`src/rtl/pctd_pkg.sv`:
```
// Shared types and constants for the prime counting trial division unit.
// Used by the controller, the datapath and the top level; depends on nothing.
package pctd_pkg;

   // opcode codes
   localparam logic OP_COUNT_UPTO = 1'b0;
   localparam logic OP_PRIME_DIVS = 1'b1;

   // smallest prime, first odd trial divisor, stride between odd values
   localparam int FIRST_PRIME = 2;
   localparam int FIRST_TRIAL = 3;
   localparam int TRIAL_STEP  = 2;

   // controller -> datapath commands; several may be set in one cycle
   typedef struct packed {
      logic load;        // capture request beat, clear count
      logic cand_first;  // value <= first odd candidate
      logic cand_next;   // value <= value + 2
      logic halve;       // value <= value >> 1
      logic take_quot;   // value <= quotient, mark divisor as counted
      logic count_inc;   // count <= count + 1
      logic trial_first; // divisor <= 3, square <= 9
      logic trial_next;  // divisor <= divisor + 2, square updated
      logic div_start;   // launch divider on value / divisor
   } cmd_type;

   // datapath -> controller status
   typedef struct packed {
      logic op;
      logic lim_lt2;
      logic val_even;
      logic val_over_lim;
      logic sq_le_val;
      logic val_gt1;
      logic div_done;
      logic rem_zero;
      logic hit;
   } status_type;

endpackage

```
`src/rtl/pctd_divider.sv`:
```
// Radix-4 restoring divider: two quotient bits per cycle, quotient and remainder.
// Standalone; instantiated by pctd_datapath.
module pctd_divider #(
   parameter int W = 20
) (
   input  logic         clock,
   input  logic         reset,
   input  logic         start,
   input  logic [W-1:0] dividend,
   input  logic [W-1:0] divisor,
   output logic         done,
   output logic [W-1:0] quotient,
   output logic [W-1:0] remainder
);

   localparam int STEPS = (W + 1) / 2;
   localparam int PW    = 2 * STEPS;
   localparam int CW    = (STEPS > 1) ? $clog2(STEPS) : 1;

   logic          active_ff, active_in;
   logic          done_ff, done_in;
   logic [CW-1:0] cnt_ff, cnt_in;
   logic [PW-1:0] quo_ff, quo_in;
   logic [W-1:0]  rem_ff, rem_in;
   logic [W-1:0]  div_ff, div_in;

   logic [W:0]    t1, t2, r1, r2;
   logic          ge1, ge2;

   always_comb begin
      t1  = {rem_ff, quo_ff[PW-1]};
      ge1 = t1 >= {1'b0, div_ff};
      r1  = ge1 ? t1 - {1'b0, div_ff} : t1;
      t2  = {r1[W-1:0], quo_ff[PW-2]};
      ge2 = t2 >= {1'b0, div_ff};
      r2  = ge2 ? t2 - {1'b0, div_ff} : t2;
   end

   always_comb begin
      active_in = active_ff;
      done_in   = 1'b0;
      cnt_in    = cnt_ff;
      quo_in    = quo_ff;
      rem_in    = rem_ff;
      div_in    = div_ff;
      if (start) begin
         active_in = 1'b1;
         cnt_in    = '0;
         quo_in    = PW'(dividend);
         rem_in    = '0;
         div_in    = divisor;
      end else if (active_ff) begin
         cnt_in = cnt_ff + CW'(1);
         quo_in = {quo_ff[PW-3:0], ge1, ge2};
         rem_in = r2[W-1:0];
         if (cnt_ff == CW'(STEPS - 1)) begin
            active_in = 1'b0;
            done_in   = 1'b1;
         end
      end
   end

   always_ff @(posedge clock) begin
      if (reset) begin
         active_ff <= 1'b0;
         done_ff   <= 1'b0;
         cnt_ff    <= '0;
      end else begin
         active_ff <= active_in;
         done_ff   <= done_in;
         cnt_ff    <= cnt_in;
      end
   end

   always_ff @(posedge clock) begin
      quo_ff <= quo_in;
      rem_ff <= rem_in;
      div_ff <= div_in;
   end

   assign done      = done_ff;
   assign quotient  = quo_ff[W-1:0];
   assign remainder = rem_ff;

endmodule

```
`src/rtl/pctd_datapath.sv`:
```
// Datapath: operand, candidate, trial divisor and its square, count, and the divider.
// Depends on pctd_pkg and pctd_divider; driven by pctd_ctrl commands.
module pctd_datapath #(
   parameter int W = 20
) (
   input  logic                   clock,
   input  logic                   reset,
   input  pctd_pkg::cmd_type      cmd,
   input  logic                   req_opcode,
   input  logic [W-1:0]           req_number,
   output pctd_pkg::status_type   status,
   output logic [W-1:0]           rsp_count,
   output logic                   rsp_kind
);

   logic         op_ff, op_in;
   logic [W-1:0] lim_ff, lim_in;
   logic [W:0]   val_ff, val_in;    // candidate may step past the limit
   logic [W-1:0] d_ff, d_in;
   logic [W+1:0] sq_ff, sq_in;      // d*d, kept by increments
   logic         hit_ff, hit_in;
   logic [W-1:0] count_ff, count_in;

   logic         div_done;
   logic [W-1:0] quotient;
   logic [W-1:0] remainder;

   pctd_divider #(.W(W)) u_div (
      .clock     (clock),
      .reset     (reset),
      .start     (cmd.div_start),
      .dividend  (val_ff[W-1:0]),
      .divisor   (d_ff),
      .done      (div_done),
      .quotient  (quotient),
      .remainder (remainder)
   );

   always_comb begin
      op_in    = op_ff;
      lim_in   = lim_ff;
      val_in   = val_ff;
      d_in     = d_ff;
      sq_in    = sq_ff;
      hit_in   = hit_ff;
      count_in = count_ff;
      if (cmd.load) begin
         op_in    = req_opcode;
         lim_in   = req_number;
         val_in   = {1'b0, req_number};
         count_in = '0;
      end
      if (cmd.cand_first) val_in = (W+1)'(pctd_pkg::FIRST_TRIAL);
      if (cmd.cand_next)  val_in = val_ff + (W+1)'(pctd_pkg::TRIAL_STEP);
      if (cmd.halve)      val_in = val_ff >> 1;
      if (cmd.take_quot) begin
         val_in = {1'b0, quotient};
         hit_in = 1'b1;
      end
      if (cmd.count_inc) count_in = count_ff + W'(1);
      if (cmd.trial_first) begin
         d_in   = W'(pctd_pkg::FIRST_TRIAL);
         sq_in  = (W+2)'(pctd_pkg::FIRST_TRIAL * pctd_pkg::FIRST_TRIAL);
         hit_in = 1'b0;
      end
      if (cmd.trial_next) begin
         d_in   = d_ff + W'(pctd_pkg::TRIAL_STEP);
         // (d+2)^2 = d^2 + 4d + 4
         sq_in  = sq_ff + {d_ff, 2'b00} + (W+2)'(pctd_pkg::TRIAL_STEP * pctd_pkg::TRIAL_STEP);
         hit_in = 1'b0;
      end
   end

   always_ff @(posedge clock) begin
      op_ff    <= op_in;
      lim_ff   <= lim_in;
      val_ff   <= val_in;
      d_ff     <= d_in;
      sq_ff    <= sq_in;
      hit_ff   <= hit_in;
      count_ff <= count_in;
   end

   always_comb begin
      status.op           = op_ff;
      status.lim_lt2      = lim_ff < W'(pctd_pkg::FIRST_PRIME);
      status.val_even     = ~val_ff[0];
      status.val_over_lim = val_ff > {1'b0, lim_ff};
      status.sq_le_val    = sq_ff <= {1'b0, val_ff};
      status.val_gt1      = val_ff > (W+1)'(1);
      status.div_done     = div_done;
      status.rem_zero     = remainder == '0;
      status.hit          = hit_ff;
   end

   assign rsp_count = count_ff;
   assign rsp_kind  = op_ff;

   a_divisor_odd: assert property (@(posedge clock) disable iff (reset)
      $past(cmd.trial_first || cmd.trial_next) |-> d_ff[0])
      else $error("trial divisor went even");

   a_square_tracks: assert property (@(posedge clock) disable iff (reset)
      $past(cmd.trial_first || cmd.trial_next) |->
         (2*W)'(sq_ff) == (2*W)'(d_ff) * (2*W)'(d_ff))
      else $error("square register out of step with divisor");

endmodule

```
`src/rtl/pctd_ctrl.sv`:
```
// Controller state machine: sequences candidates, trial divisors and divisions.
// Depends on pctd_pkg; talks to pctd_datapath through command and status structs.
module pctd_ctrl (
   input  logic                 clock,
   input  logic                 reset,
   input  logic                 start,
   input  pctd_pkg::status_type status,
   output pctd_pkg::cmd_type    cmd,
   output logic                 busy,
   output logic                 rsp_strobe
);

   typedef enum logic [7:0] {
      S_IDLE  = 8'b0000_0001,
      S_SETUP = 8'b0000_0010,
      S_HALVE = 8'b0000_0100,
      S_CAND  = 8'b0000_1000,
      S_CHECK = 8'b0001_0000,
      S_DIV   = 8'b0010_0000,
      S_REDIV = 8'b0100_0000,
      S_DONE  = 8'b1000_0000
   } state_type;

   state_type state_ff, state_in;

   always_comb begin
      state_in = state_ff;
      cmd      = '0;
      case (state_ff)
         S_IDLE: begin
            if (start) begin
               cmd.load = 1'b1;
               state_in = S_SETUP;
            end
         end
         S_SETUP: begin
            if (status.lim_lt2) begin
               state_in = S_DONE;
            end else if (status.op == pctd_pkg::OP_COUNT_UPTO) begin
               // 2 counted up front, then odd candidates only
               cmd.count_inc  = 1'b1;
               cmd.cand_first = 1'b1;
               state_in       = S_CAND;
            end else begin
               cmd.count_inc = status.val_even;
               state_in      = S_HALVE;
            end
         end
         S_HALVE: begin
            if (status.val_even) begin
               cmd.halve = 1'b1;
            end else begin
               cmd.trial_first = 1'b1;
               state_in        = S_CHECK;
            end
         end
         S_CAND: begin
            if (status.val_over_lim) begin
               state_in = S_DONE;
            end else begin
               cmd.trial_first = 1'b1;
               state_in        = S_CHECK;
            end
         end
         S_CHECK: begin
            if (status.sq_le_val) begin
               cmd.div_start = 1'b1;
               state_in      = S_DIV;
            end else if (status.op == pctd_pkg::OP_COUNT_UPTO) begin
               // no divisor up to the root: candidate is prime
               cmd.count_inc = 1'b1;
               cmd.cand_next = 1'b1;
               state_in      = S_CAND;
            end else begin
               // leftover cofactor above 1 is a prime
               cmd.count_inc = status.val_gt1;
               state_in      = S_DONE;
            end
         end
         S_DIV: begin
            if (status.div_done) begin
               if (!status.rem_zero) begin
                  cmd.trial_next = 1'b1;
                  state_in       = S_CHECK;
               end else if (status.op == pctd_pkg::OP_COUNT_UPTO) begin
                  cmd.cand_next = 1'b1;
                  state_in      = S_CAND;
               end else begin
                  // divide this factor out fully, count it once
                  cmd.take_quot = 1'b1;
                  cmd.count_inc = ~status.hit;
                  state_in      = S_REDIV;
               end
            end
         end
         S_REDIV: begin
            cmd.div_start = 1'b1;
            state_in      = S_DIV;
         end
         S_DONE: begin
            state_in = S_IDLE;
         end
         default: begin
            state_in = S_IDLE;
         end
      endcase
   end

   always_ff @(posedge clock) begin
      if (reset) begin
         state_ff <= S_IDLE;
      end else begin
         state_ff <= state_in;
      end
   end

   assign busy       = state_ff != S_IDLE;
   assign rsp_strobe = state_ff == S_DONE;

   a_accept_setup: assert property (@(posedge clock) disable iff (reset)
      start && !busy |=> state_ff == S_SETUP)
      else $error("accepted beat did not enter setup");

   a_done_in_div: assert property (@(posedge clock) disable iff (reset)
      status.div_done |-> state_ff == S_DIV)
      else $error("divider finished while controller not waiting");

endmodule

```
`src/rtl/prime_count_trial_division_unit.sv`:
```
// Prime counting by trial division. Opcode 0 counts primes in 2..number, opcode 1
// counts distinct prime divisors. One item at a time; busy stays high until done.
// Each trial division runs in the shared radix-4 divider; opcode 0 repeats the trial
// divisions for every odd candidate up to number. Result strobe lasts one cycle;
// the receiver cannot stall.
// Reset is synchronous and returns the controller and divider to idle; no clearing pass.
module prime_count_trial_division_unit #(
   parameter int NUMBER_WIDTH = 20
) (
   input  logic                    clock,
   input  logic                    reset,
   input  logic                    start,
   output logic                    busy,
   input  logic                    req_opcode,
   input  logic [NUMBER_WIDTH-1:0] req_number,
   output logic                    rsp_strobe,
   output logic [NUMBER_WIDTH-1:0] rsp_count,
   output logic                    rsp_kind
);

   pctd_pkg::cmd_type    cmd;
   pctd_pkg::status_type status;

   pctd_ctrl u_ctrl (
      .clock      (clock),
      .reset      (reset),
      .start      (start),
      .status     (status),
      .cmd        (cmd),
      .busy       (busy),
      .rsp_strobe (rsp_strobe)
   );

   pctd_datapath #(.W(NUMBER_WIDTH)) u_dp (
      .clock      (clock),
      .reset      (reset),
      .cmd        (cmd),
      .req_opcode (req_opcode),
      .req_number (req_number),
      .status     (status),
      .rsp_count  (rsp_count),
      .rsp_kind   (rsp_kind)
   );

endmodule

```
`config.mk`:
```
export PLATFORM = sky130hd
export DESIGN_NAME = prime_count_trial_division_unit
export DESIGN_NICKNAME = d
export VERILOG_FILES = /design/src/rtl/pctd_pkg.sv /design/src/rtl/pctd_divider.sv /design/src/rtl/pctd_datapath.sv /design/src/rtl/pctd_ctrl.sv /design/src/rtl/prime_count_trial_division_unit.sv
export SDC_FILE = /design/constraint.sdc
export NUM_CORES = 1
export LEC_CHECK = 0
export BUFFER_PORTS_ARGS = -buffer_cell sky130_fd_sc_hd__buf_2
export CORE_UTILIZATION = 37
export CTS_BUF_LIST = sky130_fd_sc_hd__clkbuf_4
export DETAILED_ROUTE_END_ITERATION = 8
export PLACE_DENSITY = 0.53
export REMOVE_ABC_BUFFERS = 1
export SETUP_SLACK_MARGIN = 0.3
export SKIP_LAST_GASP = 1
export SLEW_MARGIN = 20
export SYNTH_ARGS = -nofsm -noshare
export SYNTH_HDL_FRONTEND = slang
export SYNTH_SLANG_ARGS = --single-unit
```
`constraint.sdc`:
```
create_clock -name clock -period 4.9 [get_ports clock]
set_input_delay 0.245 -clock clock [delete_from_list [all_inputs] [get_ports clock]]
set_output_delay 0.245 -clock clock [all_outputs]
set_load 0.05 [all_outputs]
```
==> impl_metrics.ini <==
[finish]
drive_gt1_share_pct = 14.8
layout_commonest_cell = nand2_1
synthToLayoutAreaGrowth_pct = 16.1
fin_nets = 1569
fillers = 3184
final_cell_mix = nand2_1 (140), edfxtp_1 (138), nor2_1 (126)

[global_routing]
grt.overflow.total = 0
grt_max_degree = 64
grt_pass1_vias = 9547
grt_usage_pct = 19.8
antenna_found_initial = 1
grt_first_pass_wirelength_mm = 52.2

[logic_synthesis]
ys_seq_elements = 174
synth.distinct_cells = 75
async_flop_share_pct = 0
syn_area_per_cell_sq_um = 9.23
ys_seq_area_share_pct = 39.9
synthesis.instances = 1320
yosysWarnings = 0
syn-cell-area_sq_mm = 0.0122
synth_ff_type = edfxtp_1
synth_edf_count = 138

[sta]
slew_violations = 0
finalSetupViolations = 0
hold_viol = 0
max_slew_margin_pct = 40.5
timing.final.crit_share_pct = 94.0
fin_setup_tns_ns = 0
period_minus_slack_ns = 4.61
grt_setup_unrepaired = true
fmax_ghz = 0.217
tightest_slew_ns = 0.892
clock_skew_ns = 0.0278

[drt]
dr.pass1.iters = 5
drc_errors = 0
wirelength_mm = 32.6
drtAntennaViolNets = 0
dr_total_vias = 10100
drt-initial-drc-count = 714
wire_per_inst_um = 17.4
routed_via_density = 5.37

[die]
start_util_pct = 37.5
die_h_um = 183
core_area_sq_mm = 0.0325
die-area_sq_mm = 0.0336
die_w_um = 183
fp-row-count = 66
num_io_pins = 47

[run]
drv_cap = 0

[clock_network]
htree_levels = 4
path_clk_slew_ns = 0.16
cts.sinks = 174
cts_tree = built
cts_buffers = 17
root_buffer = clkbuf_4
clk_latency_ns = 0.64
clock_path_buffers = 2

[critical_path]
critPathArrivalTime_ns = 5.14
startpoint_type = register
end_kind = register
critPathKind = reg -> reg
required_ns = 5.43
worst-path-max-fanout = 17

[pwr]
p_leak_nw = 5.70
report.power.total_mw = 4.05
power_density_mw_per_mm2 = 286
max-vdd-ir-drop_mv = 0.140

[placement]
io_buffers = 46
routabilityCongestion = 0.901
hpwl_mm = 24.2

[hold_path]
min_path_type = in -> reg

[outcome]
status = finished clean
-- registers in the layout (all words and copies together), names as in the netlist, 4 cells and up --
name	flops
u_dp.sq_ff	19
u_ctrl.state_ff	8
u_dp.u_div.quotient	20
u_dp.d_ff	19
u_dp.rsp_count	20
u_dp.u_div.div_ff	19
u_dp.u_div.remainder	20
u_dp.u_div.cnt_ff	4
u_dp.val_ff	21
u_dp.lim_ff	20
-- synth_stat cells (5+ instances only) --
cell type	instances	area share, %
nand2b_1	10	0.51
a31oi_1	38	2.0
xnor2_1	58	4.2
nand3_1	42	1.7
xor2_1	39	2.8
mux2i_1	5	0.41
and2_1	5	0.26
ha_1	119	12
nor2b_1	10	0.51
nand2_1	141	4.3
dfxtp_1	36	5.9
a21oi_1	70	2.9
nand4_1	25	1.3
o21ai_0	82	3.4
a211oi_1	13	0.80
mux2_2	5	0.46
nor2_1	128	3.9
o31ai_1	6	0.37
a22oi_1	18	1.1
nand3b_1	5	0.31
clkbuf_1	28	0.86
o21a_1	10	0.62
or3_1	8	0.41
edfxtp_1	138	34
or2_2	8	0.41
inv_1	90	2.8
nor3_1	36	1.5
o211ai_1	5	0.31
a21o_1	29	1.8
nor4_1	16	0.82
and3_1	14	0.72
-- timing repair --
item | in CTS | in global routing
cloned | 2 | 2
buffers inserted | 7 | 17
pin swaps | 8 | 28
hold endpoints to repair | 46 | 0
endpoints found under the setup margin | 21 | 21
hold buffers | 22 | 0
resized for setup | 14 | 62
-- final timing paths --
| path | cells after the start | slack [ns] | to | from |
|---|---|---|---|---|
| setup / recovery | 19 | 0.29 | u_dp.u_div.remainder[16] | u_dp.u_div.div_ff[2] |
| hold / removal | 3 | 0.21 | u_ctrl.state_ff[1] | start |
| setup reg to reg | 19 | 0.29 | u_dp.u_div.remainder[16] | u_dp.u_div.div_ff[2] |
| hold reg to reg | 1 | 0.50 | u_dp.hit_ff | u_dp.hit_ff |
-- final cells by class --
class                   instances  area [sq um]  share of cell area [%]
repair buffers                122           942                    6.66
clock buffers                  17           128                   0.902
diodes                          1          2.50                  0.0177
well taps                     442           553                    3.91
flip-flops and latches        174          4860                    34.4
inverters                      91           344                    2.43
clock inverters                15           181                    1.28
multi-input cells            1017          7130                    50.4
-- per-stage QoR --
| stage | setup WS (ns) | cells | hold slack [ns] | instance area, sq um | util [%] |
|---|---|---|---|---|---|
| after floorplan | 0.0385 | 1281 | 0.314 | 12000 | - |
| after global placement | 0.145 | 1796 | 0.423 | 13000 | 40.1 |
| after detailed placement | 0.0880 | 1796 | 0.425 | 13000 | 40.1 |
| after CTS | 0.296 | 1859 | 0.157 | 13700 | 42.2 |
| after global routing | 0.0981 | 1879 | 0.186 | 14100 | 43.6 |
| final | 0.292 | 1879 | 0.212 | 14100 | 43.6 |
-- worst max-delay path, cell delays in order (launching register included) --
cell and delay [ns]:
edfxtp_1 0.42, inv_2 0.11, ha_2 0.33, o21ai_4 0.18, o21ai_2 0.09, a2111o_1 0.45
and3_4 0.18, nor2_4 0.21, buf_6 0.15, buf_16 0.14, o21ai_1 0.12, ha_2 0.36
nor3_2 0.05, o21ai_2 0.18, a311oi_2 0.14, a2111o_1 0.44, a31o_4 0.27, o211ai_4 0.14
mux2_4 0.33, o21ba_2 0.19
-- kinds of logic (layout without fill, tap and decap cells) --
family                   Yosys count  after routing  synth area share, %
flip-flops                       174            174                 39.9
AND/OR/NAND/NOR                  469            469                 18.3
other                              0              1                    0
multiplexers                      10             10                0.873
buffers and inverters            130            245                 4.32
AO/OA/AOI/OAI                    318            319                 16.8
adder cells (fa/ha/maj)          122            122                 12.7
XOR/XNOR                          97             97                 6.98
-- per-layer routing --
layer  up-vias  routed length [um]  GRT usage [%]
met4         0                 490           5.40
met1      4814               16500           28.9
met5         -                   0              0
met3        32                1070           2.46
li1       5049                   -              -
met2       199               14600           30.7
-- report_power, final --
part / leakage [nW] / switching (mW) / internal (mW) / total [mW]
Sequential: 1.46 / 0.0947 / 1.67 / 1.76
Clock: 0.166 / 0.579 / 0.363 / 0.941
Combinational: 4.08 / 0.742 / 0.600 / 1.34
(Power assumes the default switching activity.)
